--- config.mk ---
export PLATFORM = sky130hd
export DESIGN_NAME = waveform_min_max_pyramid
export DESIGN_NICKNAME = d
export VERILOG_FILES = /design/src/rtl/wmmp_pkg.sv /design/src/rtl/wmmp_ctrl.sv /design/src/rtl/wmmp_datapath.sv /design/src/rtl/waveform_min_max_pyramid.sv
export SDC_FILE = /design/constraint.sdc
export NUM_CORES = 2
export LEC_CHECK = 0
export ABC_AREA = 1
export BUFFER_PORTS_ARGS = -buffer_cell sky130_fd_sc_hd__clkbuf_2
export CORE_MARGIN = 5
export CORE_UTILIZATION = 50
export DETAILED_ROUTE_END_ITERATION = 12
export GPL_ROUTABILITY_DRIVEN = 0
export PLACE_DENSITY = 0.74
export SYNTH_ARGS = -nofsm -noshare
export SYNTH_HDL_FRONTEND = slang
export SYNTH_HIERARCHICAL = 1
export SYNTH_SLANG_ARGS = --single-unit
--- constraint.sdc ---
create_clock -name clk_i -period 21 [get_ports clk_i]
set_input_delay 0 -clock clk_i [delete_from_list [all_inputs] [get_ports clk_i]]
set_output_delay 0 -clock clk_i [all_outputs]
set_load 0.05 [all_outputs]
--- src/rtl/wmmp_pkg.sv ---
`default_nettype none

package wmmp_pkg;

  localparam int unsigned MaxLevels    = 12;
  localparam int unsigned FrameSamples = 16;
  localparam int unsigned CntW         = $clog2(FrameSamples);
  localparam int unsigned LvlW         = 4;
  localparam int unsigned IdxW         = 20;

  // Register indexes on the configuration port.
  localparam logic RegLevelCount = 1'b0;
  localparam logic RegFrameLimit = 1'b1;

  typedef struct packed {
    logic signed [15:0] sample;
    logic               start_clip;
  } in_word_t;

  typedef struct packed {
    logic [LvlW-1:0]   level;
    logic [IdxW-1:0]   frame_index;
    logic signed [7:0] min_value;
    logic [6:0]        max_value;
    logic              last_of_run;
  } out_word_t;

  // Controller to datapath.
  typedef struct packed {
    logic take;  // accept the input word
    logic step;  // the presented word is taken; move up the cascade
  } cmd_t;

  // Datapath to controller.
  typedef struct packed {
    logic frame_done;  // the input word would complete a level-0 frame
    logic last;        // the presented word is the last of its run
  } status_t;

  typedef enum logic [1:0] {
    ST_IDLE = 2'b01,
    ST_EMIT = 2'b10
  } state_e;

endpackage

`default_nettype wire

--- src/rtl/wmmp_ctrl.sv ---
`default_nettype none

module wmmp_ctrl (
  input  wire                clk_i,
  input  wire                rst_ni,
  input  wire                in_valid_i,
  output logic               in_stall_o,
  output logic               out_valid_o,
  input  wire                out_stall_i,
  input  wmmp_pkg::status_t  status_i,
  output wmmp_pkg::cmd_t     cmd_o
);

  wmmp_pkg::state_e state_q, state_d;

  always_comb begin
    cmd_o.take  = (state_q == wmmp_pkg::ST_IDLE) && in_valid_i;
    cmd_o.step  = (state_q == wmmp_pkg::ST_EMIT) && !out_stall_i;
    in_stall_o  = (state_q != wmmp_pkg::ST_IDLE);
    out_valid_o = (state_q == wmmp_pkg::ST_EMIT);
  end

  always_comb begin
    state_d = state_q;
    unique case (state_q)
      wmmp_pkg::ST_IDLE: begin
        if (cmd_o.take && status_i.frame_done) state_d = wmmp_pkg::ST_EMIT;
      end
      wmmp_pkg::ST_EMIT: begin
        if (cmd_o.step && status_i.last) state_d = wmmp_pkg::ST_IDLE;
      end
      default: state_d = wmmp_pkg::ST_IDLE;
    endcase
  end

  always_ff @(posedge clk_i or negedge rst_ni) begin
    if (!rst_ni) begin
      state_q <= wmmp_pkg::ST_IDLE;
    end else begin
      state_q <= state_d;
    end
  end

endmodule

`default_nettype wire

--- src/rtl/wmmp_datapath.sv ---
`default_nettype none

module wmmp_datapath (
  input  wire                                 clk_i,
  input  wire                                 rst_ni,
  input  wmmp_pkg::cmd_t                      cmd_i,
  input  wmmp_pkg::in_word_t                  in_word_i,
  input  wire  [wmmp_pkg::LvlW-1:0]           level_count_i,
  input  wire  [wmmp_pkg::IdxW-1:0]           frame_limit_i,
  output wmmp_pkg::status_t                   status_o,
  output wmmp_pkg::out_word_t                 out_word_o
);

  localparam int unsigned NL = wmmp_pkg::MaxLevels;
  localparam int unsigned LW = wmmp_pkg::LvlW;
  localparam int unsigned IW = wmmp_pkg::IdxW;
  localparam int unsigned CW = wmmp_pkg::CntW;

  // Q1.15 times 127, truncated toward zero.
  function automatic logic signed [7:0] scale_q15(input logic signed [15:0] s);
    logic [16:0] mag;
    logic [23:0] prod;
    logic [7:0]  r;
    mag  = s[15] ? (17'd0 - {s[15], s}) : {1'b0, s};
    prod = {7'd0, mag} * 24'd127;
    r    = {1'b0, prod[21:15]};
    return s[15] ? $signed(8'd0 - r) : $signed(r);
  endfunction

  logic [CW-1:0]        cnt_q;
  logic signed [15:0]   lo_q, hi_q;
  logic [IW-1:0]        fin_q;
  logic [NL-1:0]        half_q;
  logic signed [7:0]    held_lo_q [NL];
  logic [6:0]           held_hi_q [NL];
  logic [IW-1:0]        lvl_cnt_q [NL];
  logic [LW-1:0]        lv_q;
  logic signed [7:0]    carry_lo_q;
  logic [6:0]           carry_hi_q;
  wmmp_pkg::out_word_t  out_q;

  logic [CW-1:0]        cnt_e;
  logic signed [15:0]   lo_e, hi_e, lo_n, hi_n;
  logic [IW-1:0]        fin_e;
  logic                 blocked, completes;
  logic [LW-1:0]        levels, lv_nx;
  logic                 half_here, half_next;
  logic signed [7:0]    scaled_lo, scaled_hi, merge_lo;
  logic [6:0]           merge_hi;

  always_comb begin
    // A start of clip clears everything before the sample is looked at.
    cnt_e   = in_word_i.start_clip ? '0 : cnt_q;
    lo_e    = in_word_i.start_clip ? '0 : lo_q;
    hi_e    = in_word_i.start_clip ? '0 : hi_q;
    fin_e   = in_word_i.start_clip ? '0 : fin_q;
    blocked = (fin_e >= frame_limit_i);
    lo_n    = (in_word_i.sample < lo_e) ? in_word_i.sample : lo_e;
    hi_n    = (in_word_i.sample > hi_e) ? in_word_i.sample : hi_e;
    completes = !blocked && (cnt_e == CW'(wmmp_pkg::FrameSamples - 1));
    scaled_lo = scale_q15(lo_n);
    scaled_hi = scale_q15(hi_n);

    levels = (level_count_i > LW'(NL)) ? LW'(NL) : level_count_i;
    lv_nx  = lv_q + LW'(1);
    half_here = (lv_q < levels) && half_q[lv_q];
    half_next = (lv_nx < levels) && half_q[lv_nx];
    merge_lo = (held_lo_q[lv_q] < carry_lo_q) ? held_lo_q[lv_q] : carry_lo_q;
    merge_hi = (held_hi_q[lv_q] > carry_hi_q) ? held_hi_q[lv_q] : carry_hi_q;

    status_o.frame_done = completes;
    status_o.last       = out_q.last_of_run;
  end

  assign out_word_o = out_q;

  always_ff @(posedge clk_i or negedge rst_ni) begin
    if (!rst_ni) begin
      cnt_q  <= '0;
      lo_q   <= '0;
      hi_q   <= '0;
      fin_q  <= '0;
      half_q <= '0;
      lv_q   <= '0;
      for (int i = 0; i < NL; i++) begin
        held_lo_q[i] <= '0;
        held_hi_q[i] <= '0;
        lvl_cnt_q[i] <= '0;
      end
    end else begin
      if (cmd_i.take) begin
        if (in_word_i.start_clip) begin
          half_q <= '0;
          for (int i = 0; i < NL; i++) begin
            held_lo_q[i] <= '0;
            held_hi_q[i] <= '0;
            lvl_cnt_q[i] <= '0;
          end
        end
        if (blocked) begin
          cnt_q <= cnt_e;
          lo_q  <= lo_e;
          hi_q  <= hi_e;
          fin_q <= fin_e;
        end else if (completes) begin
          cnt_q <= '0;
          lo_q  <= '0;
          hi_q  <= '0;
          fin_q <= fin_e + IW'(1);
          lv_q  <= '0;
        end else begin
          cnt_q <= cnt_e + CW'(1);
          lo_q  <= lo_n;
          hi_q  <= hi_n;
          fin_q <= fin_e;
        end
      end
      if (cmd_i.step && (lv_q < levels)) begin
        if (half_q[lv_q]) begin
          half_q[lv_q]    <= 1'b0;
          lvl_cnt_q[lv_q] <= lvl_cnt_q[lv_q] + IW'(1);
          lv_q            <= lv_nx;
        end else begin
          // Lone frame: hold it until its partner arrives.
          held_lo_q[lv_q] <= carry_lo_q;
          held_hi_q[lv_q] <= carry_hi_q;
          half_q[lv_q]    <= 1'b1;
        end
      end
    end
  end

  // Result word and the frame that climbs the cascade.
  always_ff @(posedge clk_i) begin
    if (cmd_i.take && completes) begin
      out_q.level       <= '0;
      out_q.frame_index <= fin_e;
      out_q.min_value   <= scaled_lo;
      out_q.max_value   <= scaled_hi[6:0];
      out_q.last_of_run <= !((levels != '0) && !in_word_i.start_clip && half_q[0]);
      carry_lo_q        <= scaled_lo;
      carry_hi_q        <= scaled_hi[6:0];
    end else if (cmd_i.step && half_here) begin
      out_q.level       <= lv_nx;
      out_q.frame_index <= lvl_cnt_q[lv_q];
      out_q.min_value   <= merge_lo;
      out_q.max_value   <= merge_hi;
      out_q.last_of_run <= !half_next;
      carry_lo_q        <= merge_lo;
      carry_hi_q        <= merge_hi;
    end
  end

endmodule

`default_nettype wire

--- src/rtl/waveform_min_max_pyramid.sv ---
// A sample that closes a level-0 frame shows its first word in the cycle after it is taken.
// The merged frames of higher levels follow at one word per cycle while out_stall_i is low.
// Throughput: one sample per cycle, except that after a completed frame the input stalls while its
// words (one to thirteen) are shown; the walk up the cascade sets how many words there are.
// Reset (rst_ni low, asynchronous) clears all counters and held frames, level_count to zero
// and frame_limit to its maximum.
`default_nettype none

module waveform_min_max_pyramid (
  input  wire                  clk_i,
  input  wire                  rst_ni,
  input  wire                  in_valid_i,
  output logic                 in_stall_o,
  input  wmmp_pkg::in_word_t   in_word_i,
  output logic                 out_valid_o,
  input  wire                  out_stall_i,
  output wmmp_pkg::out_word_t  out_word_o,
  input  wire                  psel,
  input  wire                  penable,
  input  wire                  pwrite,
  input  wire  [2:0]           paddr,
  input  wire  [31:0]          pwdata,
  output logic [31:0]          prdata,
  output logic                 pready
);

  logic [wmmp_pkg::LvlW-1:0] level_count_q;
  logic [wmmp_pkg::IdxW-1:0] frame_limit_q;
  wmmp_pkg::cmd_t            cmd;
  wmmp_pkg::status_t         status;

  assign pready = 1'b1;

  always_comb begin
    unique case (paddr[2])
      wmmp_pkg::RegLevelCount: prdata = {28'd0, level_count_q};
      wmmp_pkg::RegFrameLimit: prdata = {12'd0, frame_limit_q};
      default:                 prdata = '0;
    endcase
  end

  always_ff @(posedge clk_i or negedge rst_ni) begin
    if (!rst_ni) begin
      level_count_q <= '0;
      frame_limit_q <= '1;
    end else if (psel && penable && pwrite) begin
      unique case (paddr[2])
        wmmp_pkg::RegLevelCount: level_count_q <= pwdata[wmmp_pkg::LvlW-1:0];
        wmmp_pkg::RegFrameLimit: frame_limit_q <= pwdata[wmmp_pkg::IdxW-1:0];
        default: ;
      endcase
    end
  end

  wmmp_ctrl u_ctrl (
    .clk_i       (clk_i),
    .rst_ni      (rst_ni),
    .in_valid_i  (in_valid_i),
    .in_stall_o  (in_stall_o),
    .out_valid_o (out_valid_o),
    .out_stall_i (out_stall_i),
    .status_i    (status),
    .cmd_o       (cmd)
  );

  wmmp_datapath u_dp (
    .clk_i         (clk_i),
    .rst_ni        (rst_ni),
    .cmd_i         (cmd),
    .in_word_i     (in_word_i),
    .level_count_i (level_count_q),
    .frame_limit_i (frame_limit_q),
    .status_o      (status),
    .out_word_o    (out_word_o)
  );

endmodule

`default_nettype wire

==> metrics.md <==
| Metric | Value |
|---|---|
| DIE HEIGHT | `about 270 um` |
| Drt first pass iters | `6` |
| Chip width | `approximately 270 um` |
| MaxCap Viol Count | `0` |
| Min-delay worst type | `primary input to flop` |
| YS warnings | `6` |
| F_max | `roughly 110 MHz` |
| Post-place instance area | `~36000 sq um` |
| Worst path max stage delay | `about 0.64 ns` |
| Clk pin slew, worst setup/hold paths | `0.06 ns` |
| Share of cells above drive strength 1 | `0.08870` |
| Synth Register Bits | `between 500 and 600` |
| Worst-skew pair later-pin latency | `0.68 ns` |
| Crit. Startpoint | `in_word_i[0]` |
| Number of global-route vias before repair | `29277` |
| Cell row count | `97` |
| First-pass GRT wire length | `approximately 160 mm` |
| Antenna violation net count after detailed routing | `0` |
| Largest cells by area after synthesis | `dfrtp_1, o21ai_0, nand3_1` |
| Routed len/inst | `17.67 um` |
| Synth Area in XOR/XNOR | `0.02060` |
| Post-route clock skew | `0.09677 ns` |
| Synth Area in Adders | `0.1124` |
| Sequential fraction of the synthesis area | `0.4031` |
| H-tree level count | `2` |
| Reg2reg path depth | `35` |
| Period utilization | `0.4146` |
| Worst-Margin Slew | `approximately 1.2 ns` |
| Starting DRT DRC Count | `a little over 3000` |
| Tmin final | `a little under 9 ns` |
| Most frequent cells in the layout | `o21ai_0, nand2_1, nand3_1` |
| Critical Path Start Type | `primary input` |
| I/O Buffers | `approximately 110` |
| Hold Buf Count CTS | `60` |
| Most common library cell in the layout ignoring fill and taps | `o21ai_0` |
| Vias | `about 31000` |
| Root Driver | `clkbuf_16` |
| Ports | `134` |
| Post-route cell area | `between 30000 and 40000 sq um` |
| Final Setup Violations | `0` |
| Final Hold Fails | `0` |
| Compound-Gate Fraction of Synth Area | `0.1594` |
| Num CTS Buffers | `60` |
| Reg2reg setup slack | `approximately 13 ns` |
| RSZ-0062 raised after global routing | `no` |
| Fin. max-slew vios | `0` |
| Syn avg cell area | `a little under 8 sq um` |
| Final core utilization | `0.5524` |
| Final #Nets | `4705` |
| Relative slew slack | `0.1781` |
| GRT overflow | `0` |
| Max FO, Critical Path | `68` |
| CP dominant cell by count | `nand2_1` |
| CP endpoint kind | `flop` |
| Area fraction in and, or, nand and nor cells after synthesis | `0.2146` |
| Global-route usage over all layers | `0.2493` |
| Largest family of logic cells by synthesized area | `simple AND/OR/NAND/NOR gates` |
| Worst path required time | `between 20 and 25 ns` |
| Critical path's top delay family | `adder cells` |
| Number of synthesized flops with an enable pin | `36` |
| Die ar. | `about 76000 sq um` |
| CTS tree | `yes` |
| CP Buf/Inv Count | `9` |
| Cell count along the critical path | `40` |
| Slowest-stage cell, CP | `fa_1` |
| Outcome | `completed` |
| Share of the synthesized area in the top cell type | `0.3543` |
| Synth Instances | `4413` |
| Initial antenna violation count | `1` |
| DRC Markers | `0` |
| Post-synthesis mux area share | `0` |
| Crit path to | `u_dp/out_word_o[13]$_DFFE_PP_` |
| RR Endpoint | `u_dp/out_word_o[13]$_DFFE_PP_` |
| Post-CTS Resized | `0` |
| Core ar. | `between 60000 and 70000 sq um` |
| Area delta synth->final | `9.816%` |
| Setup TNS | `0 ns` |
| Async SR Flop Fraction | `0.9283` |
| Distinct cell type count after synthesis | `64` |
| Setup CP Type | `primary input to flop` |
| Dpl hpwl | `approximately 58 mm` |
| RR Startpoint | `u_dp/lo_q[11]$_DFFE_PN0P_` |
| Longest Clk Path Bufs | `3` |
| Yosys top cell by area | `dfrtp_1` |
| DR vias/cell | `around 5.7` |
| Critical Path AT | `between 9 and 10 ns` |
| CTS Sinks | `between 500 and 600` |
| # Post-CTS Setup Buffers | `0` |
| Largest net degree at the start of global routing | `roughly 170` |
| Final WL | `95.12 mm` |
| Synthesized area | `between 30000 and 40000 sq um` |
| Dominant synthesized flop cell | `dfrtp_1` |
| Worst min-delay path startpoint | `in_word_i[13]` |
| FILL cells | `6404` |
| Initial core utilization | `0.5030` |
## cells in the mapped netlist, types with 37 or more instances
master / number
buf_2: 51
nand2_1: 586
clkbuf_1: 182
a21oi_1: 163
nor2_1: 482
o22ai_1: 57
fa_1: 99
ha_1: 157
buf_1: 37
nand3_1: 528
xor2_1: 55
dfrtp_1: 497
inv_1: 415
o21ai_0: 676
## flip-flops by register name, summed over array words and instances (netlist names)
signal,count
u_dp/cnt_q,4
u_dp/lv_q,4
u_dp/fin_q,20
u_ctrl/state_q,2
u_dp/half_q,12
u_dp/lvl_cnt_q,240
u_dp/out_word_o,40
u_dp/held_hi_q,84
u_dp/held_lo_q,96
level_count_q,4
u_dp/hi_q,16
frame_limit_q,20
u_dp/lo_q,16
## cells by family (layout without fill, tap and decap cells)
group                      Yosys count  in the layout
and+or+nand+nor                   1722           1722
AOI/OAI and AO/OA                 1043           1043
buffers and inverters              753            763
DFF                                558            558
adders and majority gates          256            256
xor gates and xnor gates            77             77
other                                4             24
## per-layer routing
| metal | vias to the layer above | track usage | part of all wire |
|---|---|---|---|
| met5 | - | 0 | 0 |
| met4 | 0 | 0.07516 | 0.029 |
| met3 | 209 | 0.03672 | 0.072 |
| met2 | 1061 | 0.4121 | 0.48 |
| met1 | 14844 | 0.3430 | 0.42 |
| li1 | 14585 | - | - |
## tightest hold or removal path, stage by stage
cell and delay (ns):
clkbuf_2 0.18, o21ai_0 0.19, inv_1 0.11, nand2_1 0.05
a21oi_1 0.12
## worst min-delay path by stage
stage                              endpoint  slack (ns)  cells after the start
2_1_floorplan  level_count_q[0]$_DFFE_PN0P_       -0.30                      0
3_3_place_gp     u_dp/fin_q[13]$_DFFE_PN0P_        0.03                      1
3_5_place_dp     u_dp/fin_q[13]$_DFFE_PN0P_        0.03                      1
4_1_cts           u_dp/lo_q[12]$_DFFE_PN0P_       0.002                      5
5_1_grt           u_dp/lo_q[12]$_DFFE_PN0P_        0.07                      5
6_report          u_dp/lo_q[12]$_DFFE_PN0P_        0.05                      5
## cell type report
cell class                      count  area, sq um  area share
Antenna cell                        1        2.502  0.00006491
Multi-Input combinational cell   3121        17920      0.4649
Inverter                          437         1648     0.04274
Sequential cell                   558        14160      0.3672
Timing Repair Buffer              212         1516     0.03934
Clock buffer                       84         1722     0.04466
Tap cell                          940         1176     0.03051
Clock inverter                     30        407.9     0.01058
## through the flow
stage	hold WS [ns]	setup WS [ns]	std cells
after floorplan	-0.2956	12.94	4432
after global placement	0.03081	12.34	5208
after detailed placement	0.03269	12.25	5208
after CTS	0.002101	12.31	5382
after global routing	0.07433	11.53	5383
final	0.04535	12.29	5383
Power is not shown: default switching activity piles up to over one toggle a cycle in this logic, so the estimate is an artifact.
